**config.mk**
```make
export PLATFORM = sky130hd
export DESIGN_NAME = weighted_channel_blend_top
export DESIGN_NICKNAME = d
export VERILOG_FILES = /design/src/sv/wcb_pkg.sv /design/src/sv/wcb_div1000.sv /design/src/sv/weighted_channel_blend_top.sv
export VERILOG_INCLUDE_DIRS = /design/src /design/src/sv
export SDC_FILE = /design/constraint.sdc
export NUM_CORES = 2
export LEC_CHECK = 0
export BUFFER_PORTS_ARGS = -buffer_cell sky130_fd_sc_hd__buf_4
export CAP_MARGIN = 20
export CORE_UTILIZATION = 50
export CTS_CLUSTER_DIAMETER = 40
export DETAILED_ROUTE_END_ITERATION = 7
export PLACE_DENSITY = 0.65
export REMOVE_ABC_BUFFERS = 1
export SLEW_MARGIN = 20
export SYNTH_ARGS = -nofsm -noshare
export SYNTH_HDL_FRONTEND = slang
export SYNTH_HIERARCHICAL = 1
export SYNTH_SLANG_ARGS = --single-unit
```
**constraint.sdc**
```tcl
create_clock -name clk -period 12.2 [get_ports clk]
set_input_delay 0.61 -clock clk [delete_from_list [all_inputs] [get_ports clk]]
set_output_delay 0.61 -clock clk [all_outputs]
set_load 0.01 [all_outputs]
```
**src/sv/weighted_channel_blend_top_macros.svh**
```systemverilog
// Assertion macros for the weighted channel blend block.
`ifndef WEIGHTED_CHANNEL_BLEND_TOP_MACROS_SVH
`define WEIGHTED_CHANNEL_BLEND_TOP_MACROS_SVH

// same-cycle implication
`define WCB_ASSERT_IMP(lbl, ante, cons) \
  lbl: assert property (@(posedge clk) disable iff (!rst_n) (ante) |-> (cons)) \
    else $error("weighted_channel_blend: same-cycle check failed");

// next-cycle implication
`define WCB_ASSERT_NXT(lbl, ante, cons) \
  lbl: assert property (@(posedge clk) disable iff (!rst_n) (ante) |=> (cons)) \
    else $error("weighted_channel_blend: next-cycle check failed");

`endif

```
**src/sv/wcb_pkg.sv**
```systemverilog
// Shared constants and codes for the weighted channel blend block.
package wcb_pkg;

  localparam int unsigned VAL_W   = 5;
  localparam int unsigned WGT_W   = 10;
  localparam int unsigned MODE_W  = 3;
  localparam int unsigned KIND_W  = 2;
  localparam int unsigned CIDX_W  = 3;

  localparam int unsigned IN_TDATA_W  = 16;
  localparam int unsigned OUT_TDATA_W = 8;

  localparam int unsigned DIV_IN_W  = 19;
  localparam int unsigned DIV_MAG_W = DIV_IN_W - 1;
  localparam int unsigned RECIP_W   = 18;
  localparam int unsigned DIV_SHIFT = 27;
  localparam int unsigned DIV_Q_W   = DIV_MAG_W + RECIP_W - DIV_SHIFT + 1;
  localparam logic [RECIP_W-1:0] RECIP_1000 = RECIP_W'(134218);

  localparam logic [WGT_W-1:0] PER_MILLE = WGT_W'(1000);
  localparam logic [VAL_W:0]   FULL_SCALE = 6'h20;
  localparam int               VAL_MAX = 31;

  localparam logic [CIDX_W-1:0] REG_BLEND_WEIGHT   = 3'd0;
  localparam logic [CIDX_W-1:0] REG_CHANNEL_WEIGHT = 3'd1;
  localparam logic [CIDX_W-1:0] REG_BLEND_MODE     = 3'd2;
  localparam logic [CIDX_W-1:0] REG_INVERT_SOURCE  = 3'd3;
  localparam logic [CIDX_W-1:0] REG_TABLE_KIND     = 3'd4;

  localparam logic [MODE_W-1:0] MODE_ADD  = 3'd1;
  localparam logic [MODE_W-1:0] MODE_SUB  = 3'd2;
  localparam logic [MODE_W-1:0] MODE_DIFF = 3'd3;
  localparam logic [MODE_W-1:0] MODE_MOD  = 3'd4;

  localparam logic [KIND_W-1:0] KIND_TWO  = 2'd1;
  localparam logic [KIND_W-1:0] KIND_NONE = 2'd3;

endpackage

```
**src/sv/wcb_div1000.sv**
```systemverilog
// Two-stage signed divide by 1000, truncating toward zero, by reciprocal multiply.
module wcb_div1000 import wcb_pkg::*; (
  input  logic                       clk,
  input  logic                       en,
  input  logic signed [DIV_IN_W-1:0] din,
  output logic signed [DIV_Q_W-1:0]  dout
);

  logic [DIV_MAG_W-1:0]         mag_nxt;
  logic [DIV_MAG_W+RECIP_W-1:0] prod_r;
  logic                         neg_r;
  logic [DIV_Q_W-2:0]           quo;
  logic signed [DIV_Q_W-1:0]    quo_s;
  logic signed [DIV_Q_W-1:0]    dout_nxt;
  logic signed [DIV_Q_W-1:0]    dout_r;

  assign mag_nxt  = din[DIV_IN_W-1] ? DIV_MAG_W'(-din) : DIV_MAG_W'(din);
  assign quo      = prod_r[DIV_MAG_W+RECIP_W-1:DIV_SHIFT];
  assign quo_s    = signed'({1'b0, quo});
  assign dout_nxt = neg_r ? -quo_s : quo_s;
  assign dout     = dout_r;

  always_ff @(posedge clk) begin
    if (en) begin
      prod_r <= (DIV_MAG_W+RECIP_W)'(mag_nxt) * (DIV_MAG_W+RECIP_W)'(RECIP_1000);
      neg_r  <= din[DIV_IN_W-1];
      dout_r <= dout_nxt;
    end
  end

endmodule

```
**src/sv/weighted_channel_blend_top.sv**
```systemverilog
// Throughput: one item per cycle; the pipeline holds only while out_tready is low.
// Path per item: weight multiply, divide by 1000, mode combine, second
// weight multiply, divide by 1000, clamp.
// Reset (rst_n low, synchronous) empties the pipeline and loads register defaults.
`include "weighted_channel_blend_top_macros.svh"

module weighted_channel_blend_top import wcb_pkg::*; (
  input  logic                    clk,
  input  logic                    rst_n,
  input  logic                    in_tvalid,
  output logic                    in_tready,
  input  logic [IN_TDATA_W-1:0]   in_tdata,    // [4:0] row_value, [9:5] column_value
  output logic                    out_tvalid,
  input  logic                    out_tready,
  output logic [OUT_TDATA_W-1:0]  out_tdata,   // [4:0] blended_value
  output logic                    out_tuser,   // [0] no_table
  input  logic                    cfg_valid,
  output logic                    cfg_ready,
  input  logic [CIDX_W-1:0]       cfg_index,
  input  logic [WGT_W-1:0]        cfg_data
);

  logic [WGT_W-1:0]  blend_weight_r;
  logic [WGT_W-1:0]  channel_weight_r;
  logic [MODE_W-1:0] blend_mode_r;
  logic              invert_source_r;
  logic [KIND_W-1:0] table_kind_r;

  logic       adv;
  logic [6:0] pipe_vld_r;
  logic       out_tvalid_r;
  logic       is_two;
  logic       is_mod;

  assign adv       = !out_tvalid_r || out_tready;
  assign in_tready = adv;
  assign cfg_ready = 1'b1;
  assign is_two    = (table_kind_r == KIND_TWO);
  assign is_mod    = is_two && (blend_mode_r == MODE_MOD);

  always_ff @(posedge clk) begin
    if (!rst_n) begin
      blend_weight_r   <= PER_MILLE;
      channel_weight_r <= PER_MILLE;
      blend_mode_r     <= '0;
      invert_source_r  <= 1'b0;
      table_kind_r     <= '0;
    end else if (cfg_valid) begin
      case (cfg_index)
        REG_BLEND_WEIGHT:   blend_weight_r   <= cfg_data;
        REG_CHANNEL_WEIGHT: channel_weight_r <= cfg_data;
        REG_BLEND_MODE:     blend_mode_r     <= cfg_data[MODE_W-1:0];
        REG_INVERT_SOURCE:  invert_source_r  <= cfg_data[0];
        REG_TABLE_KIND:     table_kind_r     <= cfg_data[KIND_W-1:0];
        default:            ;
      endcase
    end
  end

  always_ff @(posedge clk) begin
    if (!rst_n) begin
      pipe_vld_r   <= '0;
      out_tvalid_r <= 1'b0;
    end else if (adv) begin
      pipe_vld_r   <= {pipe_vld_r[5:0], in_tvalid};
      out_tvalid_r <= pipe_vld_r[6];
    end
  end

  // stage 1: first weight multiply and keep product
  logic [VAL_W-1:0]           row_in;
  logic [VAL_W-1:0]           col_in;
  logic [VAL_W:0]             s_nxt;
  logic signed [7:0]          sx;
  logic signed [7:0]          cx;
  logic signed [7:0]          x1;
  logic signed [WGT_W:0]      y1;
  logic signed [WGT_W+1:0]    keep_w;
  logic signed [DIV_IN_W-1:0] p1_nxt;
  logic signed [DIV_IN_W-1:0] pk_nxt;
  logic signed [DIV_IN_W-1:0] p1_r;
  logic signed [DIV_IN_W-1:0] pk_r;
  logic [VAL_W:0]             s1_r, s2_r, s3_r;
  logic [VAL_W-1:0]           c1_r, c2_r, c3_r;

  assign row_in = in_tdata[VAL_W-1:0];
  assign col_in = in_tdata[2*VAL_W-1:VAL_W];
  assign s_nxt  = invert_source_r ? FULL_SCALE - {1'b0, row_in} : {1'b0, row_in};
  assign sx     = signed'({2'b00, s_nxt});
  assign cx     = signed'({3'b000, col_in});
  assign keep_w = signed'({2'b00, PER_MILLE}) - signed'({2'b00, blend_weight_r});

  always_comb begin
    x1 = sx;
    y1 = signed'({1'b0, blend_weight_r});
    if (!is_two) begin
      y1 = signed'({1'b0, channel_weight_r});
    end else begin
      case (blend_mode_r)
        MODE_ADD:  x1 = sx + cx;
        MODE_SUB:  x1 = cx - sx;
        MODE_DIFF: x1 = sx - cx;
        MODE_MOD: begin
          x1 = signed'({2'b00, FULL_SCALE});
          y1 = signed'({1'b0, channel_weight_r});
        end
        default:   x1 = sx;
      endcase
    end
    p1_nxt = DIV_IN_W'(x1) * DIV_IN_W'(y1);
    pk_nxt = DIV_IN_W'(keep_w) * DIV_IN_W'(cx);
  end

  always_ff @(posedge clk) begin
    if (adv) begin
      p1_r <= p1_nxt;
      pk_r <= pk_nxt;
      s1_r <= s_nxt;
      c1_r <= col_in;
      s2_r <= s1_r;
      c2_r <= c1_r;
      s3_r <= s2_r;
      c3_r <= c2_r;
    end
  end

  // stages 2-3: divide both products
  logic signed [DIV_Q_W-1:0] mq;
  logic signed [DIV_Q_W-1:0] kq;

  wcb_div1000 u_div_main (.clk(clk), .en(adv), .din(p1_r), .dout(mq));
  wcb_div1000 u_div_keep (.clk(clk), .en(adv), .din(pk_r), .dout(kq));

  // stage 4: combine per mode, pick second multiply operands
  logic signed [DIV_Q_W:0]   sum3;
  logic signed [DIV_Q_W:0]   c3s;
  logic signed [DIV_Q_W:0]   v3;
  logic [11:0]               mod_a;
  logic [10:0]               mod_b;
  logic [6:0]                mod_t;
  logic signed [DIV_Q_W:0]   x2_nxt;
  logic signed [WGT_W:0]     y2_nxt;
  logic signed [DIV_Q_W:0]   x2_r;
  logic signed [WGT_W:0]     y2_r;
  logic signed [DIV_Q_W-1:0] keep4_r, keep5_r, keep6_r, keep7_r;

  assign sum3  = (DIV_Q_W+1)'(mq) + (DIV_Q_W+1)'(kq);
  assign c3s   = signed'((DIV_Q_W+1)'(c3_r));
  assign mod_a = 12'(mq[VAL_W:0]) * 12'(s3_r);
  assign mod_b = 11'(FULL_SCALE - s3_r) * 11'(c3_r);
  assign mod_t = 7'(mod_a[11:5]) + 7'(mod_b[10:5]);

  always_comb begin
    v3 = sum3;
    case (blend_mode_r)
      MODE_ADD:  v3 = (sum3 < c3s) ? c3s : sum3;
      MODE_SUB:  v3 = (sum3 > c3s) ? c3s : sum3;
      MODE_DIFF: v3 = sum3;
      MODE_MOD:  v3 = sum3;
      default:   v3 = (s3_r == {1'b0, c3_r}) ? c3s : sum3;
    endcase
    if (!is_two) begin
      x2_nxt = (DIV_Q_W+1)'(mq);
      y2_nxt = signed'({1'b0, PER_MILLE});
    end else if (is_mod) begin
      x2_nxt = signed'((DIV_Q_W+1)'(mod_t));
      y2_nxt = signed'({1'b0, blend_weight_r});
    end else begin
      x2_nxt = v3;
      y2_nxt = signed'({1'b0, channel_weight_r});
    end
  end

  // stage 5: second weight multiply
  logic signed [DIV_IN_W-1:0] p2_r;

  always_ff @(posedge clk) begin
    if (adv) begin
      x2_r    <= x2_nxt;
      y2_r    <= y2_nxt;
      keep4_r <= kq;
      p2_r    <= DIV_IN_W'(x2_r * y2_r);
      keep5_r <= keep4_r;
      keep6_r <= keep5_r;
      keep7_r <= keep6_r;
    end
  end

  // stages 6-7: divide, stage 8: clamp into output register
  logic signed [DIV_Q_W-1:0] q2;
  logic signed [DIV_Q_W:0]   fin;
  logic [VAL_W-1:0]          res_nxt;
  logic [VAL_W-1:0]          res_r;
  logic                      none_r;

  wcb_div1000 u_div_out (.clk(clk), .en(adv), .din(p2_r), .dout(q2));

  assign fin = (DIV_Q_W+1)'(q2) + (is_mod ? (DIV_Q_W+1)'(keep7_r) : '0);

  always_comb begin
    if (table_kind_r == KIND_NONE || fin < 0) begin
      res_nxt = '0;
    end else if (fin > VAL_MAX) begin
      res_nxt = VAL_W'(VAL_MAX);
    end else begin
      res_nxt = fin[VAL_W-1:0];
    end
  end

  always_ff @(posedge clk) begin
    if (adv) begin
      res_r  <= res_nxt;
      none_r <= (table_kind_r == KIND_NONE);
    end
  end

  assign out_tvalid = out_tvalid_r;
  assign out_tdata  = {{(OUT_TDATA_W-VAL_W){1'b0}}, res_r};
  assign out_tuser  = none_r;

  `WCB_ASSERT_IMP(a_none_zero, out_tvalid && out_tuser, out_tdata[VAL_W-1:0] == '0)
  `WCB_ASSERT_NXT(a_stall_hold, out_tvalid && !out_tready, $stable(pipe_vld_r))
  `WCB_ASSERT_NXT(a_drain, pipe_vld_r[6] && in_tready, out_tvalid)

endmodule

```
Word level (Yosys, flattened, before mapping) --
Cells that the tools add are included.
Storage, ports and cells: flip-flop bits (word level) 327, input bits 34, output and inout bits 12, word-level logic and storage cells 105
Operators by class: add/subtract/negate cells 15, multipliers 8, magnitude comparators 4, equality and inequality tests 11, muxes and demuxes 20, reductions and logical operators 11
Operator list (number):
- $mul A18 B17 Y35 const B | 3
- $mux W11 | 6
- $mux W18 | 3
- $neg A18 Y18 | 2
- $pmux W11 S3 | 1
- $pmux W8 S4 | 1
- $mux W10 | 3
- $neg A9 Y10 | 3
- $mux W9 | 3
- $mul A11 B11 Y19 | 1
- $mul A8 B11 Y19 | 1
- $neg A17 Y18 | 1
- $mul A11 B6 Y17 | 1
- $eq A3 B2 Y1 const B | 4
- $mul A6 B6 Y12 | 1
- $add A10 B10 Y11 | 1
- $add A11 B11 Y11 | 1
- $gt A11 B6 Y1 | 1
- $gt A11 B6 Y1 const B | 1
- $lt A11 B1 Y1 const B | 1
- $lt A11 B6 Y1 | 1
- $mul A7 B6 Y11 | 1
- $sub A10 B10 Y11 const A | 1
- $reduce_and A2 Y1 | 5
- other kinds (19) | 22

Logic depth before layout (Yosys ltp) --
word-level depth 6, mapped depth 33, depth with buffers taken out 33

By module --
Netlist, hierarchy kept.
By module, submodules not included:
- weighted_channel_blend_top | instances 1, cells an instance 1968, area an instance 19396.1 um^2, seq. area each 5335.1 um^2
- wcb_div1000 (u_div_main ...) | instances 2, cells an instance 531, area an instance 5028.6 um^2, seq. area each 600.6 um^2
- wcb_div1000 (u_div_keep) | instances 1, cells an instance 559, area an instance 5212.5 um^2, seq. area each 600.6 um^2

Least setup slack after synthesis --
OpenSTA, ideal clock, no wires.
path type input port to flip-flop, start point in out_tready, end point reg c1_r[0], enable pin, setup time 1.919 ns, arrival 5.068 ns, required time 10.281 ns, path slack 5.213 ns, stages 3, path buffers 1, cell sequence nor2b_1 clkbuf_1 clkinv_1
Between the ends: word-level cells in the longest chain between the ends 1
RTL lines:
- from (decl) | RTL line weighted_channel_blend_top.sv:14 | input logic out_tready,
- $logic_or A1 B1 Y1 | RTL line weighted_channel_blend_top.sv:35 | assign adv = !out_tvalid_r || out_tready;
- via in_tready | RTL line weighted_channel_blend_top.sv:11 | output logic in_tready,
- to (signal assigned) | RTL line weighted_channel_blend_top.sv:119 | c1_r <= col_in;
- to (decl) | RTL line weighted_channel_blend_top.sv:84 | logic [VAL_W-1:0] c1_r, c2_r, c3_r;
The timed path passes the listed nets, and every way through them passes these cells. A chain may end at the register's enable or synchronous reset.

Worst setup path in the final report --
start point reg invert_source_r, end point reg p1_r[18] (data pin)
Between the ends: word-level cells in the longest chain between the ends 5, elaborated cells on any way between the ends 7, classes of those cells add/sub (3); mul (1); mux (3)
RTL lines:
- from (decl) | RTL line weighted_channel_blend_top.sv:26 | logic invert_source_r;
- from (signal assigned) | RTL line weighted_channel_blend_top.sv:53 | REG_INVERT_SOURCE: invert_source_r <= cfg_data[0];
- $mux W6 (*) | RTL line weighted_channel_blend_top.sv:88 | assign s_nxt = invert_source_r ? FULL_SCALE - {1'b0, row_in} : {1'b0, row_in};
- via s_nxt[2] | RTL line weighted_channel_blend_top.sv:73 | logic [VAL_W:0] s_nxt;
- $sub A6 B5 Y7 (tied with other cells) | RTL line weighted_channel_blend_top.sv:102 | MODE_DIFF: x1 = sx - cx;
- $pmux W8 S4 | RTL line weighted_channel_blend_top.sv:99 | case (blend_mode_r)
- $mux W8 (*) | RTL line weighted_channel_blend_top.sv:96 | if (!is_two) begin
- $mul A8 B11 Y19 (*) | RTL line weighted_channel_blend_top.sv:110 | p1_nxt = DIV_IN_W'(x1) * DIV_IN_W'(y1);
- via p1_nxt[18] | RTL line weighted_channel_blend_top.sv:79 | logic signed [DIV_IN_W-1:0] p1_nxt;
- to (signal assigned) | RTL line weighted_channel_blend_top.sv:116 | p1_r <= p1_nxt;
- to (decl) | RTL line weighted_channel_blend_top.sv:81 | logic signed [DIV_IN_W-1:0] p1_r;
Mark *: on every way through the listed nets, which the timed path passes. The rest lies on a longest branch.

==> metrics.yaml <==
status:
  outcome: "finished clean"
sta:
  worst-slew-pin-transition_ns: 1.09
  timing.final.max_slew_violations: 0
  rsz0062_at_grt: "no"
  hold_viol: 0
  maximum_clock_rate_ghz: 0.137
  relSlewSlack_pct: 27.0
  final_critical_path_setup_slack_ns: 4.89
  worst_clock_skew_on_the_final_layout_ns: 0.0244
  finalSetupTns_ns: 0
  finish_stage_setup_viols: 0
  post-route-period-util_pct: 59.9
  final_period_minus_worst_setup_slack_ns: 7.31
placed_design:
  pre_cts_ws_ns: 4.43
  place.detailed.hpwl_um: 61700
  place.port_buffers: 35
  gp_congestion: 0.904
critical_path:
  critPathRequiredTime_ns: 12.52
  cp_top_family: "compound AO/OA/AOI/OAI gates"
  timing_worst_setup_path_type: "flip-flop to flip-flop"
  cp_data_arrival_time_ns: 7.63
  crit_buf_inv: 3
  critPathLaunchType: "flip-flop"
  worst-path-max-fanout: 10
  timing.critical_path.slowest_cell_delay_ns: 0.67
  crit_top_cell: "fa_1"
  cp-end-kind: "flip-flop"
  worst_path_max_delay_cell: "a21oi_1"
layout:
  final_layout_size_suffix_gt1_share_pct: 5.62
  area.growth.synth_to_final_pct: 8.49
  final_net_count: 4606
  multi_input_gate_area_in_the_final_layout_sq_um: 24600
  seq_area_sq_um: 7140
  layout.filler_cells: 6165
logic_synthesis:
  synth-async-reset-ratio_pct: 0
  postSynth.topFlopCell: "edfxtp_1"
  portion_of_the_post_synthesis_area_used_by_sequential_elements_pct: 20.6
  yosysWarnings: 6
  synth_top_area_share_pct: 21.5
  synth.cells.most_frequent: "inv_1 (682), ha_1 (597), fa_1 (352), nand2_1 (335), edfxtp_1 (215)"
  synthMostInstantiatedCell: "inv_1"
  synth_cells: 3589
  synthesis.area_per_instance_sq_um: 9.66
  synthDominantAreaCellType: "ha_1"
  syn_area_sq_um: 34700
  number_of_synthesized_flops_with_an_enable_pin: 215
  yosys_register_bits: 249
  synth.distinct_cells: 96
  biggest_area_contributors_in_the_synthesized_netlist: "ha_1 (22%), fa_1 (20%), edfxtp_1 (19%)"
drt:
  detail_routed_net_length_per_standard_cell_um: 16.2
  postRouteAntennaNets: 0
  vias_per_cell: 5.20
  drt_drc_violations_left: 0
  first_pass_iters: 5
  wirelength_um: 74500
  num_vias: 23900
  initialDrtViolationCount: 1268
global_routing:
  globalRouteMet1Util_pct: 29.2
  grt_max_degree: 118
  globalRouteOverflowTotal: 0
  grtUsageMet2_pct: 35.9
  globalRouteMet3Util_pct: 3.74
  grt_antenna_before_repair: 8
  grt_usage_pct: 21.7
  via_count_of_the_first_global_routing_pass: 23700
  grt_pass1_wl_um: 122000
  grt.busiest_layer: "met2"
clocking:
  cts.path.max_buffers: 3
  ctsResizeCount: 0
  path_clk_slew_ns: 0.05
  post_cts_setup_buffers: 0
  cts.sink_count: 249
  tritoncts: "built"
  cts-root-buf: "clkbuf_16"
  cts_buffers: 49
  clk-insertion-delay-late_ns: 0.58
  cts_hold_buffers_added: 0
  htree_levels: 2
worst_hold_path:
  worst_hold_path_type: "input pin to flip-flop"
die:
  floorplan.initialDensity_pct: 50.5
  fp.dieArea_sq_um: 70400
  die_height_um: 265
  floorplan.io_pins: 46
  design.core.area_sq_um: 68600
  floorplan.die.width_um: 265
  num_rows: 96
flow_run:
  drv_cap: 0
==> worst paths after layout <==
path                                      start             endpoint  slack, ns  depth (start not counted)
worst max-delay path            invert_source_r             p1_r[18]       4.89                         27
worst min-delay path                cfg_data[6]  channel_weight_r[6]       0.27                          3
worst max register to register  invert_source_r             p1_r[18]       4.89                         27
worst min register to register       keep5_r[3]           keep6_r[3]       0.42                          0
==> cells in the final DEF, fill, tap and decap left out, types with 34 or more instances in the layout <==
| cell type | instances |
|---|---|
| nor2_1 | 177 |
| a21o_1 | 38 |
| fa_1 | 352 |
| nor2b_1 | 37 |
| xnor2_1 | 176 |
| ha_1 | 597 |
| a21oi_1 | 113 |
| nand2_1 | 335 |
| and2_1 | 125 |
| clkbuf_16 | 50 |
| xor2_1 | 73 |
| edfxtp_1 | 215 |
| buf_4 | 50 |
| inv_1 | 682 |
| o21ai_0 | 86 |
| nand3_1 | 45 |
| dfxtp_1 | 34 |
==> area by class of cell <==
type                            instances  share of cell area (%)
Antenna cell                            5                  0.0333
Clock buffer                           52                    3.35
Clock inverter                         39                    1.09
Inverter                              692                    6.93
Multi-Input combinational cell       2581                    65.5
Sequential cell                       249                    19.0
Tap cell                              931                    3.10
Timing Repair Buffer                   50                   0.998
==> flip-flops by register name (all words and copies together), names as in the netlist, 6 cells and up <==
| signal | cells |
|---|---|
| s3_r | 6 |
| u_div_out/dout | 10 |
| p1_r | 19 |
| s1_r | 6 |
| keep4_r | 10 |
| s2_r | 6 |
| blend_weight_r | 10 |
| u_div_keep/dout | 10 |
| u_div_main/prod_r | 9 |
| p2_r | 19 |
| x2_r | 11 |
| pk_r | 17 |
| u_div_main/dout | 10 |
| u_div_out/prod_r | 9 |
| pipe_vld_r | 7 |
| channel_weight_r | 10 |
| keep6_r | 10 |
| keep7_r | 10 |
| y2_r | 10 |
| keep5_r | 10 |
| u_div_keep/prod_r | 9 |
==> metrics by stage <==
| step | hold slack (ns) | std cells | instance area [sq um] | util (%) |
|---|---|---|---|---|
| after global routing | 0.253 | 4597 | 37600 | 54.8 |
| final | 0.272 | 4599 | 37600 | 54.8 |
| after global placement | 0.401 | 4503 | 35900 | 52.4 |
| after detailed placement | 0.405 | 4503 | 35900 | 52.4 |
| after floorplan | 0.400 | 3522 | 34400 | - |
| after CTS | 0.242 | 4594 | 37600 | 54.8 |
==> layer usage <==
metal | wire length, um | share of wire [%] | up-vias
li1 | - | - | 11900
met1 | 34300 | 46 | 11600
met2 | 34700 | 47 | 413
met3 | 3720 | 5.0 | 97
met4 | 1770 | 2.4 | 6
met5 | 32 | 0.043 | -
==> kinds of logic after synthesis <==
group,share of synthesized area [%]
AND/OR/NAND/NOR,13.0
flip-flops,20.6
XOR/XNOR,6.75
other,0.0217
adder cells (fa/ha/maj),41.9
multiplexers,0.725
buffers and inverters,8.35
AO/OA/AOI/OAI,8.74
==> worst register-to-register path, stage by stage, from the launching register on <==
cell      delay (ns)
dfxtp_1         0.50
nor2b_1         0.21
xnor2_1         0.20
inv_1           0.16
ha_1            0.36
inv_1           0.15
o21bai_1        0.09
a21o_1          0.20
o21ai_0         0.19
xnor2_1         0.15
a221oi_1        0.10
a21oi_1         0.67
nand2_1         0.17
fa_1            0.42
fa_1            0.48
fa_1            0.50
fa_1            0.49
inv_1           0.04
ha_1            0.30
nor2b_1         0.14
o21ai_0         0.21
a21boi_0        0.21
o211ai_1        0.28
a21oi_1         0.13
o31ai_1         0.38
o21bai_1        0.10
a21oi_1         0.18
xnor2_1         0.08
Power is not shown: default switching activity piles up to over one toggle a cycle in this logic, so the estimate is an artifact.
